<file path="config.mk">
export PLATFORM = sky130hd
export DESIGN_NAME = work_break_interval_timer_core
export DESIGN_NICKNAME = d
export VERILOG_FILES = /design/src/rtl/wbit_pkg.sv /design/src/rtl/work_break_interval_timer_core.sv
export SDC_FILE = /design/constraint.sdc
export NUM_CORES = 1
export LEC_CHECK = 0
export BUFFER_PORTS_ARGS = -buffer_cell sky130_fd_sc_hd__buf_4
export CORE_MARGIN = 2
export CORE_UTILIZATION = 45
export CTS_BUF_LIST = sky130_fd_sc_hd__clkbuf_16
export DETAILED_ROUTE_END_ITERATION = 7
export GPL_TIMING_DRIVEN = 0
export SETUP_SLACK_MARGIN = 0.05
export SLEW_MARGIN = 20
export SYNTH_ARGS = -nofsm -noshare
export SYNTH_HDL_FRONTEND = slang
export SYNTH_SLANG_ARGS = --single-unit
</file>
<file path="constraint.sdc">
create_clock -name clk_i -period 4.7 [get_ports clk_i]
set_clock_uncertainty 0.1 [all_clocks]
set_input_delay 1.175 -clock clk_i [delete_from_list [all_inputs] [get_ports clk_i]]
set_output_delay 1.175 -clock clk_i [all_outputs]
set_load 0.02 [all_outputs]
</file>
<file path="src/rtl/wbit_pkg.sv">
`timescale 1ns / 1ps
// ----------------------------------------------------------------------------
// wbit_pkg
// Shared widths, constants, register indexes and the sequencer state type
// for the work/break interval timer.
// ----------------------------------------------------------------------------
package wbit_pkg;

  // Field widths
  localparam int unsigned MinW     = 6;
  localparam int unsigned SecW     = 6;
  localparam int unsigned SessW    = 7;
  localparam int unsigned PctW     = 7;
  localparam int unsigned CfgIdxW  = 3;
  localparam int unsigned CfgDataW = 7;

  // Datapath widths for the percent computation
  localparam int unsigned TimeW = 12;  // up to 63*60+59 seconds
  localparam int unsigned NumW  = 19;  // elapsed seconds times 100
  localparam int unsigned DivW  = NumW - 1;
  localparam int unsigned CntW  = 3;   // one step per quotient bit

  // Timer constants
  localparam logic [SecW-1:0]  LastSecond = 6'd59;
  localparam logic [SecW-1:0]  WarnSecond = 6'd10;
  localparam logic [CntW-1:0]  DivSteps   = 3'd6;  // quotient bit index of the first step
  localparam logic [SessW-1:0] FirstSess  = 7'd1;

  // Register reset values
  localparam logic [MinW-1:0]  WorkMinRst  = 6'd25;
  localparam logic [MinW-1:0]  ShortMinRst = 6'd5;
  localparam logic [MinW-1:0]  LongMinRst  = 6'd15;
  localparam logic [SessW-1:0] SessTotRst  = 7'd4;

  // Configuration register indexes
  typedef enum logic [CfgIdxW-1:0] {
    REG_WORK_MIN  = 3'd0,
    REG_SHORT_MIN = 3'd1,
    REG_LONG_MIN  = 3'd2,
    REG_SESS_TOT  = 3'd3
  } cfg_reg_e;

  // Sequencer states
  typedef enum logic [2:0] {
    ST_IDLE,
    ST_PREP,
    ST_MUL,
    ST_DIV,
    ST_FIN
  } seq_state_e;

endpackage

</file>
<file path="src/rtl/work_break_interval_timer_core.sv">
`timescale 1ns / 1ps
// ----------------------------------------------------------------------------
// work_break_interval_timer_core
// Work/break countdown timer with a bit-serial percent-elapsed divider.
// ----------------------------------------------------------------------------
// Usage:
// - Input channel (in_valid_i/in_ready_o, restart_i): one transaction per
//   elapsed second (restart_i = 0) or a reload to work, session one (1).
// - Output channel (out_valid_o/out_ready_i): one result transaction per
//   input, showing the timer state after the update and the percent elapsed.
// - Config channel (cfg_valid_i/cfg_ready_o): always ready; a write to a
//   listed register also reloads the timer. Write only while idle.
// - Sequence after input acceptance: PREP forms phase length and time left
//   in seconds, MUL scales by 100, DIV runs seven restoring-division steps
//   (one quotient bit per cycle) and FIN loads the output register. One item
//   is in flight at a time; the input is ready again once FIN has loaded
//   the result.
// - A stalled receiver holds the finished result in the output register; the
//   next input is taken once the result is loaded there, and a further
//   result waits in the sequencer until the register is free.
// - Reset restores register defaults (25/5/15 minutes, 4 sessions) and loads
//   the work phase of session one at 25:00.
// ----------------------------------------------------------------------------
module work_break_interval_timer_core (
  input  logic                            clk_i,
  input  logic                            rst_ni,
  // input channel
  input  logic                            in_valid_i,
  output logic                            in_ready_o,
  input  logic                            restart_i,
  // output channel
  output logic                            out_valid_o,
  input  logic                            out_ready_i,
  output logic [wbit_pkg::MinW-1:0]       minutes_left_o,
  output logic [wbit_pkg::SecW-1:0]       seconds_left_o,
  output logic [wbit_pkg::SessW-1:0]      session_number_o,
  output logic                            in_work_o,
  output logic [wbit_pkg::PctW-1:0]       percent_elapsed_o,
  output logic                            phase_end_o,
  output logic                            warning_o,
  output logic                            all_done_o,
  // configuration channel
  input  logic                            cfg_valid_i,
  output logic                            cfg_ready_o,
  input  logic [wbit_pkg::CfgIdxW-1:0]    cfg_index_i,
  input  logic [wbit_pkg::CfgDataW-1:0]   cfg_data_i
);

  // Configuration registers
  logic [wbit_pkg::MinW-1:0]  work_min_q, work_min_d;
  logic [wbit_pkg::MinW-1:0]  short_min_q, short_min_d;
  logic [wbit_pkg::MinW-1:0]  long_min_q, long_min_d;
  logic [wbit_pkg::SessW-1:0] sess_tot_q, sess_tot_d;

  // Timer state
  logic [wbit_pkg::MinW-1:0]  min_q, min_d;
  logic [wbit_pkg::SecW-1:0]  sec_q, sec_d;
  logic [wbit_pkg::SessW-1:0] sess_q, sess_d;
  logic                       work_q, work_d;
  logic [wbit_pkg::MinW-1:0]  len_q, len_d;
  logic                       ended_q, ended_d;
  logic                       warn_q, warn_d;
  logic                       done_q, done_d;

  // Percent datapath
  logic [wbit_pkg::TimeW-1:0] total_q, left_q;
  logic [wbit_pkg::NumW-1:0]  rem_q;
  logic [wbit_pkg::DivW-1:0]  dvs_q;
  logic [wbit_pkg::PctW-1:0]  quo_q;
  logic [wbit_pkg::CntW-1:0]  cnt_q;
  logic                       pct_zero_q;
  logic [wbit_pkg::TimeW-1:0] total_c, left_c, diff_c;
  logic [wbit_pkg::NumW-1:0]  diff_ext, num_c, rem_sub;
  logic                       rem_ge;

  // Sequencer
  wbit_pkg::seq_state_e state_q, state_d;
  logic in_acc, cfg_acc, cfg_hit, out_free;
  logic prep_en, mul_en, div_en, fin_en;

  // Output register
  logic out_valid_q;
  logic [wbit_pkg::MinW-1:0]  out_min_q;
  logic [wbit_pkg::SecW-1:0]  out_sec_q;
  logic [wbit_pkg::SessW-1:0] out_sess_q;
  logic                       out_work_q;
  logic [wbit_pkg::PctW-1:0]  out_pct_q;
  logic                       out_end_q, out_warn_q, out_done_q;

  assign in_acc   = in_valid_i && in_ready_o;
  assign cfg_acc  = cfg_valid_i && cfg_ready_o;
  assign out_free = !out_valid_q || out_ready_i;

  // Sequencer next state
  always_comb begin
    state_d = state_q;
    unique case (state_q)
      wbit_pkg::ST_IDLE: if (in_acc) state_d = wbit_pkg::ST_PREP;
      wbit_pkg::ST_PREP: state_d = wbit_pkg::ST_MUL;
      wbit_pkg::ST_MUL:  state_d = wbit_pkg::ST_DIV;
      wbit_pkg::ST_DIV:  if (cnt_q == '0) state_d = wbit_pkg::ST_FIN;
      wbit_pkg::ST_FIN:  if (out_free) state_d = wbit_pkg::ST_IDLE;
      default:           state_d = wbit_pkg::ST_IDLE;
    endcase
  end

  // Sequencer outputs
  always_comb begin
    in_ready_o = 1'b0;
    prep_en    = 1'b0;
    mul_en     = 1'b0;
    div_en     = 1'b0;
    fin_en     = 1'b0;
    unique case (state_q)
      wbit_pkg::ST_IDLE: in_ready_o = 1'b1;
      wbit_pkg::ST_PREP: prep_en    = 1'b1;
      wbit_pkg::ST_MUL:  mul_en     = 1'b1;
      wbit_pkg::ST_DIV:  div_en     = 1'b1;
      wbit_pkg::ST_FIN:  fin_en     = out_free;
      default:           in_ready_o = 1'b0;
    endcase
  end

  assign cfg_ready_o = 1'b1;

  // Register write decode
  always_comb begin
    work_min_d  = work_min_q;
    short_min_d = short_min_q;
    long_min_d  = long_min_q;
    sess_tot_d  = sess_tot_q;
    cfg_hit     = 1'b0;
    if (cfg_acc) begin
      unique case (wbit_pkg::cfg_reg_e'(cfg_index_i))
        wbit_pkg::REG_WORK_MIN: begin
          work_min_d = cfg_data_i[wbit_pkg::MinW-1:0];
          cfg_hit    = 1'b1;
        end
        wbit_pkg::REG_SHORT_MIN: begin
          short_min_d = cfg_data_i[wbit_pkg::MinW-1:0];
          cfg_hit     = 1'b1;
        end
        wbit_pkg::REG_LONG_MIN: begin
          long_min_d = cfg_data_i[wbit_pkg::MinW-1:0];
          cfg_hit    = 1'b1;
        end
        wbit_pkg::REG_SESS_TOT: begin
          sess_tot_d = cfg_data_i[wbit_pkg::SessW-1:0];
          cfg_hit    = 1'b1;
        end
        default: cfg_hit = 1'b0;
      endcase
    end
  end

  // Timer update on each input transaction or listed register write
  always_comb begin
    min_d   = min_q;
    sec_d   = sec_q;
    sess_d  = sess_q;
    work_d  = work_q;
    len_d   = len_q;
    ended_d = ended_q;
    warn_d  = warn_q;
    done_d  = done_q;
    if (cfg_hit) begin
      min_d  = work_min_d;
      sec_d  = '0;
      sess_d = wbit_pkg::FirstSess;
      work_d = 1'b1;
      len_d  = work_min_d;
    end else if (in_acc) begin
      ended_d = 1'b0;
      warn_d  = 1'b0;
      done_d  = 1'b0;
      if (restart_i || (sec_q == '0 && min_q == '0 && sess_q >= sess_tot_q)) begin
        // reload to work, session one; at the end of the last phase flag it
        min_d   = work_min_q;
        sec_d   = '0;
        sess_d  = wbit_pkg::FirstSess;
        work_d  = 1'b1;
        len_d   = work_min_q;
        ended_d = !restart_i;
        done_d  = !restart_i;
      end else if (sec_q == '0 && min_q != '0) begin
        sec_d = wbit_pkg::LastSecond;
        min_d = min_q - 6'd1;
      end else if (sec_q == '0) begin
        // phase expired: switch between work and break
        ended_d = 1'b1;
        work_d  = !work_q;
        sec_d   = '0;
        if (!work_q) begin
          len_d  = work_min_q;
          min_d  = work_min_q;
          sess_d = sess_q + 7'd1;
        end else if (sess_q[1:0] == 2'b00) begin
          len_d = long_min_q;
          min_d = long_min_q;
        end else begin
          len_d = short_min_q;
          min_d = short_min_q;
        end
      end else begin
        warn_d = (sec_q == wbit_pkg::WarnSecond) && (min_q == '0);
        sec_d  = sec_q - 6'd1;
      end
    end
  end

  // Seconds forms: n*60 = n*64 - n*4
  assign total_c = ({6'd0, len_q} << 6) - ({6'd0, len_q} << 2);
  assign left_c  = ({6'd0, min_q} << 6) - ({6'd0, min_q} << 2) + {6'd0, sec_q};
  // Elapsed seconds times 100 = x*64 + x*32 + x*4
  assign diff_c   = total_q - left_q;
  assign diff_ext = {7'd0, diff_c};
  assign num_c    = (diff_ext << 6) + (diff_ext << 5) + (diff_ext << 2);
  // One restoring-division step
  assign rem_ge  = rem_q >= {1'b0, dvs_q};
  assign rem_sub = rem_q - {1'b0, dvs_q};

  // Percent datapath registers
  always_ff @(posedge clk_i) begin
    if (prep_en) begin
      total_q <= total_c;
      left_q  <= left_c;
    end
    if (mul_en) begin
      pct_zero_q <= (total_q == '0) || (left_q > total_q) || done_q;
      rem_q      <= num_c;
      dvs_q      <= {total_q, 6'd0};
      quo_q      <= '0;
    end
    if (div_en) begin
      if (rem_ge) rem_q <= rem_sub;
      quo_q <= {quo_q[wbit_pkg::PctW-2:0], rem_ge};
      dvs_q <= dvs_q >> 1;
    end
  end

  // Control state, configuration and timer registers
  always_ff @(posedge clk_i or negedge rst_ni) begin
    if (!rst_ni) begin
      state_q     <= wbit_pkg::ST_IDLE;
      cnt_q       <= '0;
      work_min_q  <= wbit_pkg::WorkMinRst;
      short_min_q <= wbit_pkg::ShortMinRst;
      long_min_q  <= wbit_pkg::LongMinRst;
      sess_tot_q  <= wbit_pkg::SessTotRst;
      min_q       <= wbit_pkg::WorkMinRst;
      sec_q       <= '0;
      sess_q      <= wbit_pkg::FirstSess;
      work_q      <= 1'b1;
      len_q       <= wbit_pkg::WorkMinRst;
      ended_q     <= 1'b0;
      warn_q      <= 1'b0;
      done_q      <= 1'b0;
      out_valid_q <= 1'b0;
    end else begin
      state_q     <= state_d;
      work_min_q  <= work_min_d;
      short_min_q <= short_min_d;
      long_min_q  <= long_min_d;
      sess_tot_q  <= sess_tot_d;
      min_q       <= min_d;
      sec_q       <= sec_d;
      sess_q      <= sess_d;
      work_q      <= work_d;
      len_q       <= len_d;
      ended_q     <= ended_d;
      warn_q      <= warn_d;
      done_q      <= done_d;
      if (mul_en) begin
        cnt_q <= wbit_pkg::DivSteps;
      end else if (div_en) begin
        cnt_q <= cnt_q - 3'd1;
      end
      if (fin_en) begin
        out_valid_q <= 1'b1;
      end else if (out_ready_i) begin
        out_valid_q <= 1'b0;
      end
    end
  end

  // Output register payload
  always_ff @(posedge clk_i) begin
    if (fin_en) begin
      out_min_q  <= min_q;
      out_sec_q  <= sec_q;
      out_sess_q <= sess_q;
      out_work_q <= work_q;
      out_pct_q  <= pct_zero_q ? '0 : quo_q;
      out_end_q  <= ended_q;
      out_warn_q <= warn_q;
      out_done_q <= done_q;
    end
  end

  assign out_valid_o       = out_valid_q;
  assign minutes_left_o    = out_min_q;
  assign seconds_left_o    = out_sec_q;
  assign session_number_o  = out_sess_q;
  assign in_work_o         = out_work_q;
  assign percent_elapsed_o = out_pct_q;
  assign phase_end_o       = out_end_q;
  assign warning_o         = out_warn_q;
  assign all_done_o        = out_done_q;

`ifndef SYNTHESIS
  // Percent never exceeds a full phase
  a_pct_range: assert property (@(posedge clk_i) disable iff (!rst_ni)
    out_valid_o |-> percent_elapsed_o <= 7'd100)
    else $error("percent_elapsed out of range");

  // A finished cycle is reported as a phase end back in work, session one
  a_done_reload: assert property (@(posedge clk_i) disable iff (!rst_ni)
    (out_valid_o && all_done_o) |->
      (phase_end_o && in_work_o && session_number_o == wbit_pkg::FirstSess
       && percent_elapsed_o == '0))
    else $error("all_done without reload");

  // Only one item in flight
  a_one_in_flight: assert property (@(posedge clk_i) disable iff (!rst_ni)
    (in_valid_i && in_ready_o) |=> !in_ready_o)
    else $error("input taken while busy");

  // Seconds field stays a valid clock digit
  a_sec_range: assert property (@(posedge clk_i) disable iff (!rst_ni)
    out_valid_o |-> seconds_left_o <= wbit_pkg::LastSecond)
    else $error("seconds_left out of range");
`endif

endmodule

</file>
==> flow_summary.toml, run 1 <==
[drt]
drt-total-wl_um = 21100
drc = 0
wl_per_cell_um = 16.5
num_vias = 6800
vias_per_cell = 5.33
drt_first_pass_iters = 5
ant_nets = 0
drt_iter0_drc = 436

[critical_path]
cp-start-kind = "register"
crit_family = "compound AO/OA/AOI/OAI gates"
cp_common_cell = "ha_1"
critical_path_buf_inv_count = 1
crit_path_end_kind = "register"
slowest_stage = "edfxtp_1"
critPathArrivalTime_ns = 4.68
cp_cell_sequence = "ha_1, nor3b_2, o21ai_0, nand2b_1, a21oi_2, xnor2_2, buf_4, fa_1, ha_1, a2111o_1, a21oi_1, o31ai_1, a2111oi_1, a41oi_1, a311oi_1, a21o_1"
cp.required_ns = 4.97
max_stage_delay_ns = 0.43
worstPathMaxFanout = 5
crit_type = "register to register"

[run_status]
status = "finished, final reports clean"

[global_route]
grt_pass1_wl_um = 34700
antenna_found_initial = 0
grt_pass1_vias = 6676
top_usage_layer = "met2"
grt_max_degree = 62
grt_util_all_layers = 0.201
use_met2 = 0.313
grt_overflow = 0
grt.met1_usage = 0.295
met3_usage = 0.0333

[yosys]
yosysSeqAreaShare = 0.457
synth_cells = 916
ys_seq_elements = 158
synth.avg_cell_area_um2 = 10.2
synth-async-reset-ratio = 0.386
synth_edf_count = 77
synth_area_um2 = 9340
yosysWarnings = 0
ys.flop_type = "edfxtp_1"
synth_cell_types = 76
synth.net_count = 1010

[cts]
ctsHoldBuffers = 0
cts_tree = "built"
cts_buffers = 17
cts_buffer_depth = 2
path_clk_slew_ns = 0.07
clkSinkCount = 158
cts_root_buf = "clkbuf_16"
htree_levels = 4
clkLatencyLatePin_ns = 0.42

[sta]
period_minus_slack_ns = 4.41
final_max_slew_viol_count = 0
timing.slew.headroom = 0.372
clock.fmax_mhz = 227
final-setup-viol-count = 0
fin_setup_tns_ns = 0
tightestPinTransition_ns = 0.940
grt_setup_unrepaired = "no"
fin_crit_sh = 0.938
hold_viol = 0

[layout]
syn2layout_area_growth_pct = 15.6
nets = 1087
fin_util = 0.532
final_cell_mix = "inv_1 (80), edfxtp_1 (77), ha_1 (72)"
final_common_cell = "inv_1"
antenna_cells = 0
fill_cells = 1891
drive_gt1_frac = 0.171

[die]
chipHeight_um = 148
fp-row-count = 52
initial_core_util = 0.460
coreArea_um2 = 20300
die_w_um = 148
ios = 49
die-area_um2 = 21900

[job]
cap_violations = 0

[place]
numPortBuffers = 47
gp_congestion = 0.826
dp_hpwl_um = 15900

[worst_hold_path]
min_path_type = "register to register"
## cells in the mapped netlist, types with 5 or more instances
cell type,instances,area (um^2)
dfstp_2,18,473
nor2b_1,16,100
nand3_1,25,125
a21o_1,16,120
nand2b_1,11,68.8
clkbuf_1,19,71.3
a21oi_1,45,225
edfxtp_1,77,2310
or3_1,5,31.3
nor3_1,19,95.1
mux2_2,24,270
o21a_1,10,75.1
or2_2,6,37.5
dfrtp_1,43,1080
mux2i_1,15,150
xor2_1,7,61.3
and3_1,10,62.6
a211oi_1,12,90.1
dfxtp_1,20,400
o21ai_1,9,45.0
o21ai_0,57,285
ha_1,72,901
o21bai_1,5,37.5
nand2_1,67,251
inv_1,80,300
fa_1,6,120
nor2_1,70,263
a31oi_1,11,68.8
xnor2_1,41,359
nor4_1,7,43.8
o31ai_1,8,60.1
## stage by stage
stage	std cells	hold slack (ns)	setup WS (ns)	cell area [um^2]
floorplan	916	0.325	0.566	9340
global placement	1233	0.336	0.0539	10000
detailed placement	1237	0.344	0.0111	10100
CTS	1269	0.358	0.0598	10700
global route	1276	0.369	0.0285	10800
finish	1276	0.355	0.289	10800
## state kept, by name (all words and copies together), names as in the netlist, 3 cells and up
register	count
rem_q	19
dvs_q	18
left_q	12
total_q	10
percent_elapsed_o	7
quo_q	7
sess_q	7
sess_tot_q	7
session_number_o	7
len_q	6
long_min_q	6
min_q	6
minutes_left_o	6
sec_q	6
seconds_left_o	6
short_min_q	6
work_min_q	6
cnt_q	3
state_q	3
## layer usage
layer	vias up	share of wire
met3	13	0.038
li1	3445	-
met5	-	0
met2	126	0.45
met4	0	0.0075
met1	3216	0.50
## layout make-up
cell class | instances | area (um^2) | share of cell area
clock inverters | 15 | 155 | 0.0144
inverters | 80 | 300 | 0.0278
repair buffers | 58 | 479 | 0.0444
well taps | 270 | 338 | 0.0313
clock buffers | 17 | 425 | 0.0394
plain buffers | 27 | 140 | 0.0130
multi-input cells | 651 | 4690 | 0.435
flip-flops and latches | 158 | 4260 | 0.395
## cell families after synthesis
kind of cell / after synthesis / share of synthesized area
AND/OR/NAND/NOR: 260 / 0.136
AO/OA/AOI/OAI: 225 / 0.160
flip-flops: 158 / 0.457
buffers and inverters: 107 / 0.0470
adder cells (fa/ha/maj): 78 / 0.109
XOR/XNOR: 48 / 0.0450
multiplexers: 39 / 0.0450
other: 1 / 0.000402
## path summary, 6_finish.rpt
path	startpoint	to	slack, ns	cells after the start
worst max-delay path	total_q[2]	rem_q[17]	0.29	16
worst min-delay path	warn_q	warning_o	0.35	0
worst max register to register	total_q[2]	rem_q[17]	0.29	16
worst min register to register	warn_q	warning_o	0.35	0
max in group asynchronous	rst_ni	state_q[1]	3.26	1
min in group asynchronous	rst_ni	short_min_q[3]	0.72	1
## timing repair
action,4_1_cts,5_1_grt
resized for setup,2,11
pin swaps,0,2
setup buffers,0,7
setup endpoints to repair,1,3
Power of run 1 is left out: the tool's default activity adds up to more than one toggle a clock period on the data nets, which glitch-free logic cannot reach.
==> run 2: changes to the inputs <==
--- a/config.mk
+++ b/config.mk
@@ -5,6 +5,7 @@
 export SDC_FILE = /design/constraint.sdc
 export NUM_CORES = 1
 export LEC_CHECK = 0
+export ABC_AREA = 1
 export BUFFER_PORTS_ARGS = -buffer_cell sky130_fd_sc_hd__buf_4
 export CORE_MARGIN = 2
 export CORE_UTILIZATION = 45
==> run 2 against run 1 <==
  * Fmax up 8.0%
  * Worst hold slack lost 0.0039 ns
  * Final cell count grew 26%
  * Highest routed layer unchanged
==> flow_summary.toml, run 2 <==
[layout]
fin_util = 0.519
drive_gt1_frac = 0.120
reg_top3 = "rem_q: 19 flops, dvs_q: 18 flops, left_q: 12 flops"
nets = 1409
seq_area_um2 = 4260
top_register = "rem_q"
final_cell_mix = "nand2_1 (342), inv_1 (200), nor2_1 (110)"
largest_reg_flops = 19
multiInputGateArea_um2 = 4870
fill_cells = 2096
syn2layout_area_growth_pct = 13.3
final_common_cell = "nand2_1"
antenna_cells = 0

[yosys]
yosysSeqAreaShare = 0.426
synth_area_leader_cell = "edfxtp_1"
synth_commonest_cells = "nand2_1 (342), inv_1 (199), nor2_1 (112)"
ys.flop_type = "edfxtp_1"
synth.net_count = 1339
synth_cell_types = 51
yosys-top-cells-area = "edfxtp_1 (23%), nand2_1 (13%), dfrtp_1 (11%), ha_1 (9.0%), inv_1 (7.5%)"
synth-async-reset-ratio = 0.386
synth_area_um2 = 10000
synth.avg_cell_area_um2 = 8.03
synth_top_area_share = 0.231
synth_cells = 1245
yosysMostFrequentCell = "nand2_1"
synth_edf_count = 77
yosysWarnings = 0
ys_seq_elements = 158

[cts]
cts_root_buf = "clkbuf_16"
clkLatencyLatePin_ns = 0.42
cts_buffers = 17
path_clk_slew_ns = 0.07
clkSinkCount = 158
htree_levels = 4
cts_buffer_depth = 2
ctsHoldBuffers = 0
post_cts_resized = 0
cts_tree = "built"
post-cts-setup-buffer-count = 0

[die]
coreArea_um2 = 21800
fp-row-count = 54
die-area_um2 = 23400
ios = 49
initial_core_util = 0.458
chipHeight_um = 153
die_w_um = 153

[critical_path]
cp_cell_sequence = "inv_1, ha_1, a21oi_1, o21ai_0, nand2_1, nand3_1, xor2_1, nand2_1, nand2_1, inv_1, ha_1, ha_1, nand2_1, inv_1, a21oi_1, nand3_1, nand2_1, nand3_1, nand2_1, nor2_1, nor2_1"
cp.required_ns = 4.95
max_stage_delay_ns = 0.49
crit_path_end_kind = "register"
cp_common_cell = "nand2_1"
cp.depth = 21
slowest_stage = "edfxtp_1"
crit_family = "simple AND/OR/NAND/NOR gates"
crit_type = "register to register"
critical_path_buf_inv_count = 3
reg2reg_depth = 21
cp-start-kind = "register"
critPathArrivalTime_ns = 4.34
worstPathMaxFanout = 5

[sta]
grt_setup_unrepaired = "no"
fin_crit_sh = 0.869
fin_setup_tns_ns = 0
period_minus_slack_ns = 4.08
final_max_slew_viol_count = 0
timing.slew.headroom = 0.490
final-setup-viol-count = 0
tightestPinTransition_ns = 0.765
hold_viol = 0
clock.fmax_mhz = 245

[global_route]
antenna_found_initial = 0
grt_max_degree = 62
grt_util_all_layers = 0.202
grt_pass1_vias = 7754
grt_overflow = 0
grt_pass1_wl_um = 38000

[drt]
num_vias = 7911
drc = 0
drt-total-wl_um = 22500
drt_first_pass_iters = 5
drt_iter0_drc = 290
ant_nets = 0
wl_per_cell_um = 14.0
vias_per_cell = 4.92

[worst_hold_path]
hold_depth = 0
min_path_type = "register to register"

[place]
dp_hpwl_um = 17800
gp_congestion = 0.877
numPortBuffers = 47

[run_status]
status = "finished, final reports clean"

[job]
cap_violations = 0
## run 2: cell count changes in the layout (fill, tap and decap cells not counted), moves of 24 or more
cell,previous run,this run
xor2_1,7,39
inv_1,80,200
o21ai_0,54,78
xnor2_1,37,11
mux2_2,24,0
nand3_1,25,59
nor2_1,70,110
nand2_1,67,342
## run 2: kinds of logic after synthesis
group	Yosys count	share of synthesized area
AOI/OAI and AO/OA	168	0.0978
xor gates and xnor gates	50	0.0438
adders and majority gates	78	0.102
buffers and inverters	225	0.0893
DFF	158	0.426
muxes	2	0.00200
other	1	0.000375
and+or+nand+nor	563	0.238
## run 2: area by class of cell
cell class,count,share of cell area
plain buffers,19,0.0104
clock buffers,18,0.0398
clock inverters,14,0.00762
inverters,206,0.0685
multi-input cells,862,0.429
flip-flops and latches,158,0.376
well taps,280,0.0309
repair buffers,51,0.0373
## run 2: per-stage QoR
stage / std cells / area [um^2] / setup slack (ns) / hold slack (ns)
4_1_cts: 1608 / 11300 / 0.640 / 0.349
3_3_place_gp: 1572 / 10700 / 0.749 / 0.332
6_report: 1608 / 11300 / 0.616 / 0.351
3_5_place_dp: 1576 / 10800 / 0.691 / 0.344
2_1_floorplan: 1245 / 10000 / 1.44 / 0.325
5_1_grt: 1608 / 11300 / 0.328 / 0.367
## run 2: routing by layer
layer / wire length, um / GRT usage / share of wire / up-vias
li1: - / - / - / 4145
met1: 9890 / 0.247 / 0.44 / 3630
met2: 11300 / 0.358 / 0.50 / 102
met3: 553 / 0.0323 / 0.025 / 34
met4: 685 / 0.0767 / 0.030 / 0
met5: 0 / 0 / 0 / -
## run 2: worst register-to-register path, stage by stage, from the launching register on
cell	delay, ns
edfxtp_1	0.49
inv_1	0.21
ha_1	0.27
a21oi_1	0.09
o21ai_0	0.30
nand2_1	0.09
nand3_1	0.16
xor2_1	0.37
nand2_1	0.13
nand2_1	0.09
inv_1	0.04
ha_1	0.28
ha_1	0.38
nand2_1	0.14
inv_1	0.05
a21oi_1	0.24
nand3_1	0.12
nand2_1	0.07
nand3_1	0.15
nand2_1	0.11
nor2_1	0.05
nor2_1	0.10
## run 2: final timing paths
kind	start	to	slack, ns
worst max-delay path	left_q[0]	rem_q[15]	0.62
worst min-delay path	warn_q	warning_o	0.35
worst max register to register	left_q[0]	rem_q[15]	0.62
worst min register to register	warn_q	warning_o	0.35
max in group asynchronous	rst_ni	sec_q[2]	3.27
min in group asynchronous	rst_ni	sess_tot_q[3]	0.71
Power of run 2 is left out for the same reason.
==> run 3: changes to the inputs <==
--- a/config.mk
+++ b/config.mk
@@ -7,11 +7,14 @@
 export LEC_CHECK = 0
 export ABC_AREA = 1
 export BUFFER_PORTS_ARGS = -buffer_cell sky130_fd_sc_hd__buf_4
-export CORE_MARGIN = 2
-export CORE_UTILIZATION = 45
+export CELL_PAD_IN_SITES_DETAIL_PLACEMENT = 1
+export CELL_PAD_IN_SITES_GLOBAL_PLACEMENT = 2
+export CORE_UTILIZATION = 38
 export CTS_BUF_LIST = sky130_fd_sc_hd__clkbuf_16
 export DETAILED_ROUTE_END_ITERATION = 7
 export GPL_TIMING_DRIVEN = 0
+export PLACE_DENSITY_LB_ADDON = 0.1
+export RECOVER_POWER = 50
 export SETUP_SLACK_MARGIN = 0.05
 export SLEW_MARGIN = 20
 export SYNTH_ARGS = -nofsm -noshare
==> run 3 against run 2 <==
  * The flow now finishes with violations (capacitance limit, slew limit)
  * Via count increased by 1.7%
  * Fmax shrank 1.1%
  * Setup slack worse by 0.046 ns
  * Flip-flop and latch count did not move
  * First-iteration DRC count is 4.8% lower
  * Final area increased by 0.20%
  * Critical endpoint unchanged
  * Wire length rose by 20%
==> flow_summary.toml, run 3 (same netlist as run 2, synthesis figures left out) <==
[run_status]
violations = "capacitance limit, slew limit"
status = "finished with violations"

[critical_path]
cp-start-kind = "register"
cp_common_cell = "nand2_1"
r2r_start = "left_q[0]"
cp.required_ns = 4.92
r2r_slack_ns = 0.57
critPathArrivalTime_ns = 4.35
max_stage_delay_ns = 0.49
worstReg2RegEnd = "rem_q[15]"
cp_cell_sequence = "inv_1, ha_1, a21oi_1, o21ai_0, nand2_1, nand3_1, xor2_1, nand2_1, nand2_1, inv_1, ha_1, ha_1, nand2_1, nor2_1, nand3_1, nand3_1, nand2_1, nand3_1, nand2_1, nor2_1, nor2_1"
reg2reg_depth = 21
crit_type = "register to register"
slowest_stage = "edfxtp_1"
worstPathMaxFanout = 5
crit_path_end_kind = "register"

[cts]
post-cts-setup-buffer-count = 0
ctsHoldBuffers = 0
cts_tree = "built"
post_cts_resized = 0
cts_root_buf = "clkbuf_16"
htree_levels = 4
cts_buffer_depth = 2
cts_buffers = 17
clkLatencyLatePin_ns = 0.44
path_clk_slew_ns = 0.08
clkSinkCount = 158

[sta]
period_minus_slack_ns = 4.13
clock.fmax_mhz = 242
tightestPinTransition_ns = 1.64
fin_crit_sh = 0.879
final-setup-viol-count = 0
fin_setup_tns_ns = 0
hold_viol = 0
grt_setup_unrepaired = "no"
final_max_slew_viol_count = 79
timing.slew.headroom = -0.0918

[layout]
reg_top3 = "rem_q: 19 flops, dvs_q: 18 flops, left_q: 12 flops"
largest_reg_flops = 19
final_common_cell = "nand2_1"
final_cell_mix = "nand2_1 (342), inv_1 (201), nor2_1 (113)"
nets = 1409
antenna_cells = 0
drive_gt1_frac = 0.108
fill_cells = 3160
top_register = "rem_q"
syn2layout_area_growth_pct = 13.5

[die]
ios = 49
fp-row-count = 59
coreArea_um2 = 25900
chipHeight_um = 164
die-area_um2 = 27000
initial_core_util = 0.386
die_w_um = 164

[job]
cap_violations = 2

[global_route]
grt_pass1_vias = 8416
grt_overflow = 0
grt_max_degree = 62
grt_pass1_wl_um = 43900
grt_util_all_layers = 0.212
antenna_found_initial = 0

[place]
numPortBuffers = 47
gp_congestion = 0.815
dp_hpwl_um = 21600

[drt]
vias_per_cell = 4.84
ant_nets = 0
wl_per_cell_um = 16.2
drt_first_pass_iters = 4
drt-total-wl_um = 26900
drc = 0
num_vias = 8043
drt_iter0_drc = 276

[worst_hold_path]
hold_end = "phase_end_o"
min_path_type = "register to register"
hold_depth = 0
worstHoldStart = "ended_q"
==> run 3: routing by layer <==
metal | wire, um | up-vias | GRT usage
met5 | 0 | - | 0
met4 | 341 | 0 | 0.0501
met3 | 404 | 19 | 0.0288
met2 | 14200 | 55 | 0.399
met1 | 12000 | 3819 | 0.252
li1 | - | 4150 | -
==> run 3: layout make-up <==
| type | instances | area, um^2 | area share |
|---|---|---|---|
| clock inverter | 15 | 131 | 0.0116 |
| tap | 335 | 419 | 0.0369 |
| buffer | 19 | 118 | 0.0104 |
| clock buffer | 17 | 425 | 0.0375 |
| multi-input combinational | 862 | 4830 | 0.426 |
| timing repair buffer | 51 | 389 | 0.0343 |
| inverter | 206 | 776 | 0.0683 |
| sequential | 158 | 4260 | 0.375 |
==> run 3: stage by stage <==
stage	instance area, um^2	hold slack (ns)	utilization	setup WS (ns)	std cells
3_3_place_gp	10800	0.338	0.416	0.570	1627
3_5_place_dp	10900	0.343	0.419	0.562	1631
4_1_cts	11400	0.365	0.441	0.524	1663
5_1_grt	11400	0.384	0.438	0.178	1663
2_1_floorplan	10000	0.325	-	1.44	1245
6_report	11400	0.365	0.438	0.570	1663
==> run 3: worst max path at each step <==
stage	from	end
after global placement	left_q[0]	rem_q[15]
final	left_q[0]	rem_q[15]
after detailed placement	left_q[0]	rem_q[15]
after global routing	left_q[0]	rem_q[15]
after CTS	left_q[0]	rem_q[15]
after floorplan	total_q[2]	rem_q[14]
==> run 3: worst max-delay path: cells and delay by family (launching register included) <==
kind / cells / cell delay, ns
AO/OA/AOI/OAI: 2 / 0.37
adder cells (fa/ha/maj): 3 / 0.91
buffers and inverters: 2 / 0.24
flip-flops: 1 / 0.49
AND/OR/NAND/NOR: 13 / 1.53
XOR/XNOR: 1 / 0.39
Power of run 3 is left out for the same reason.
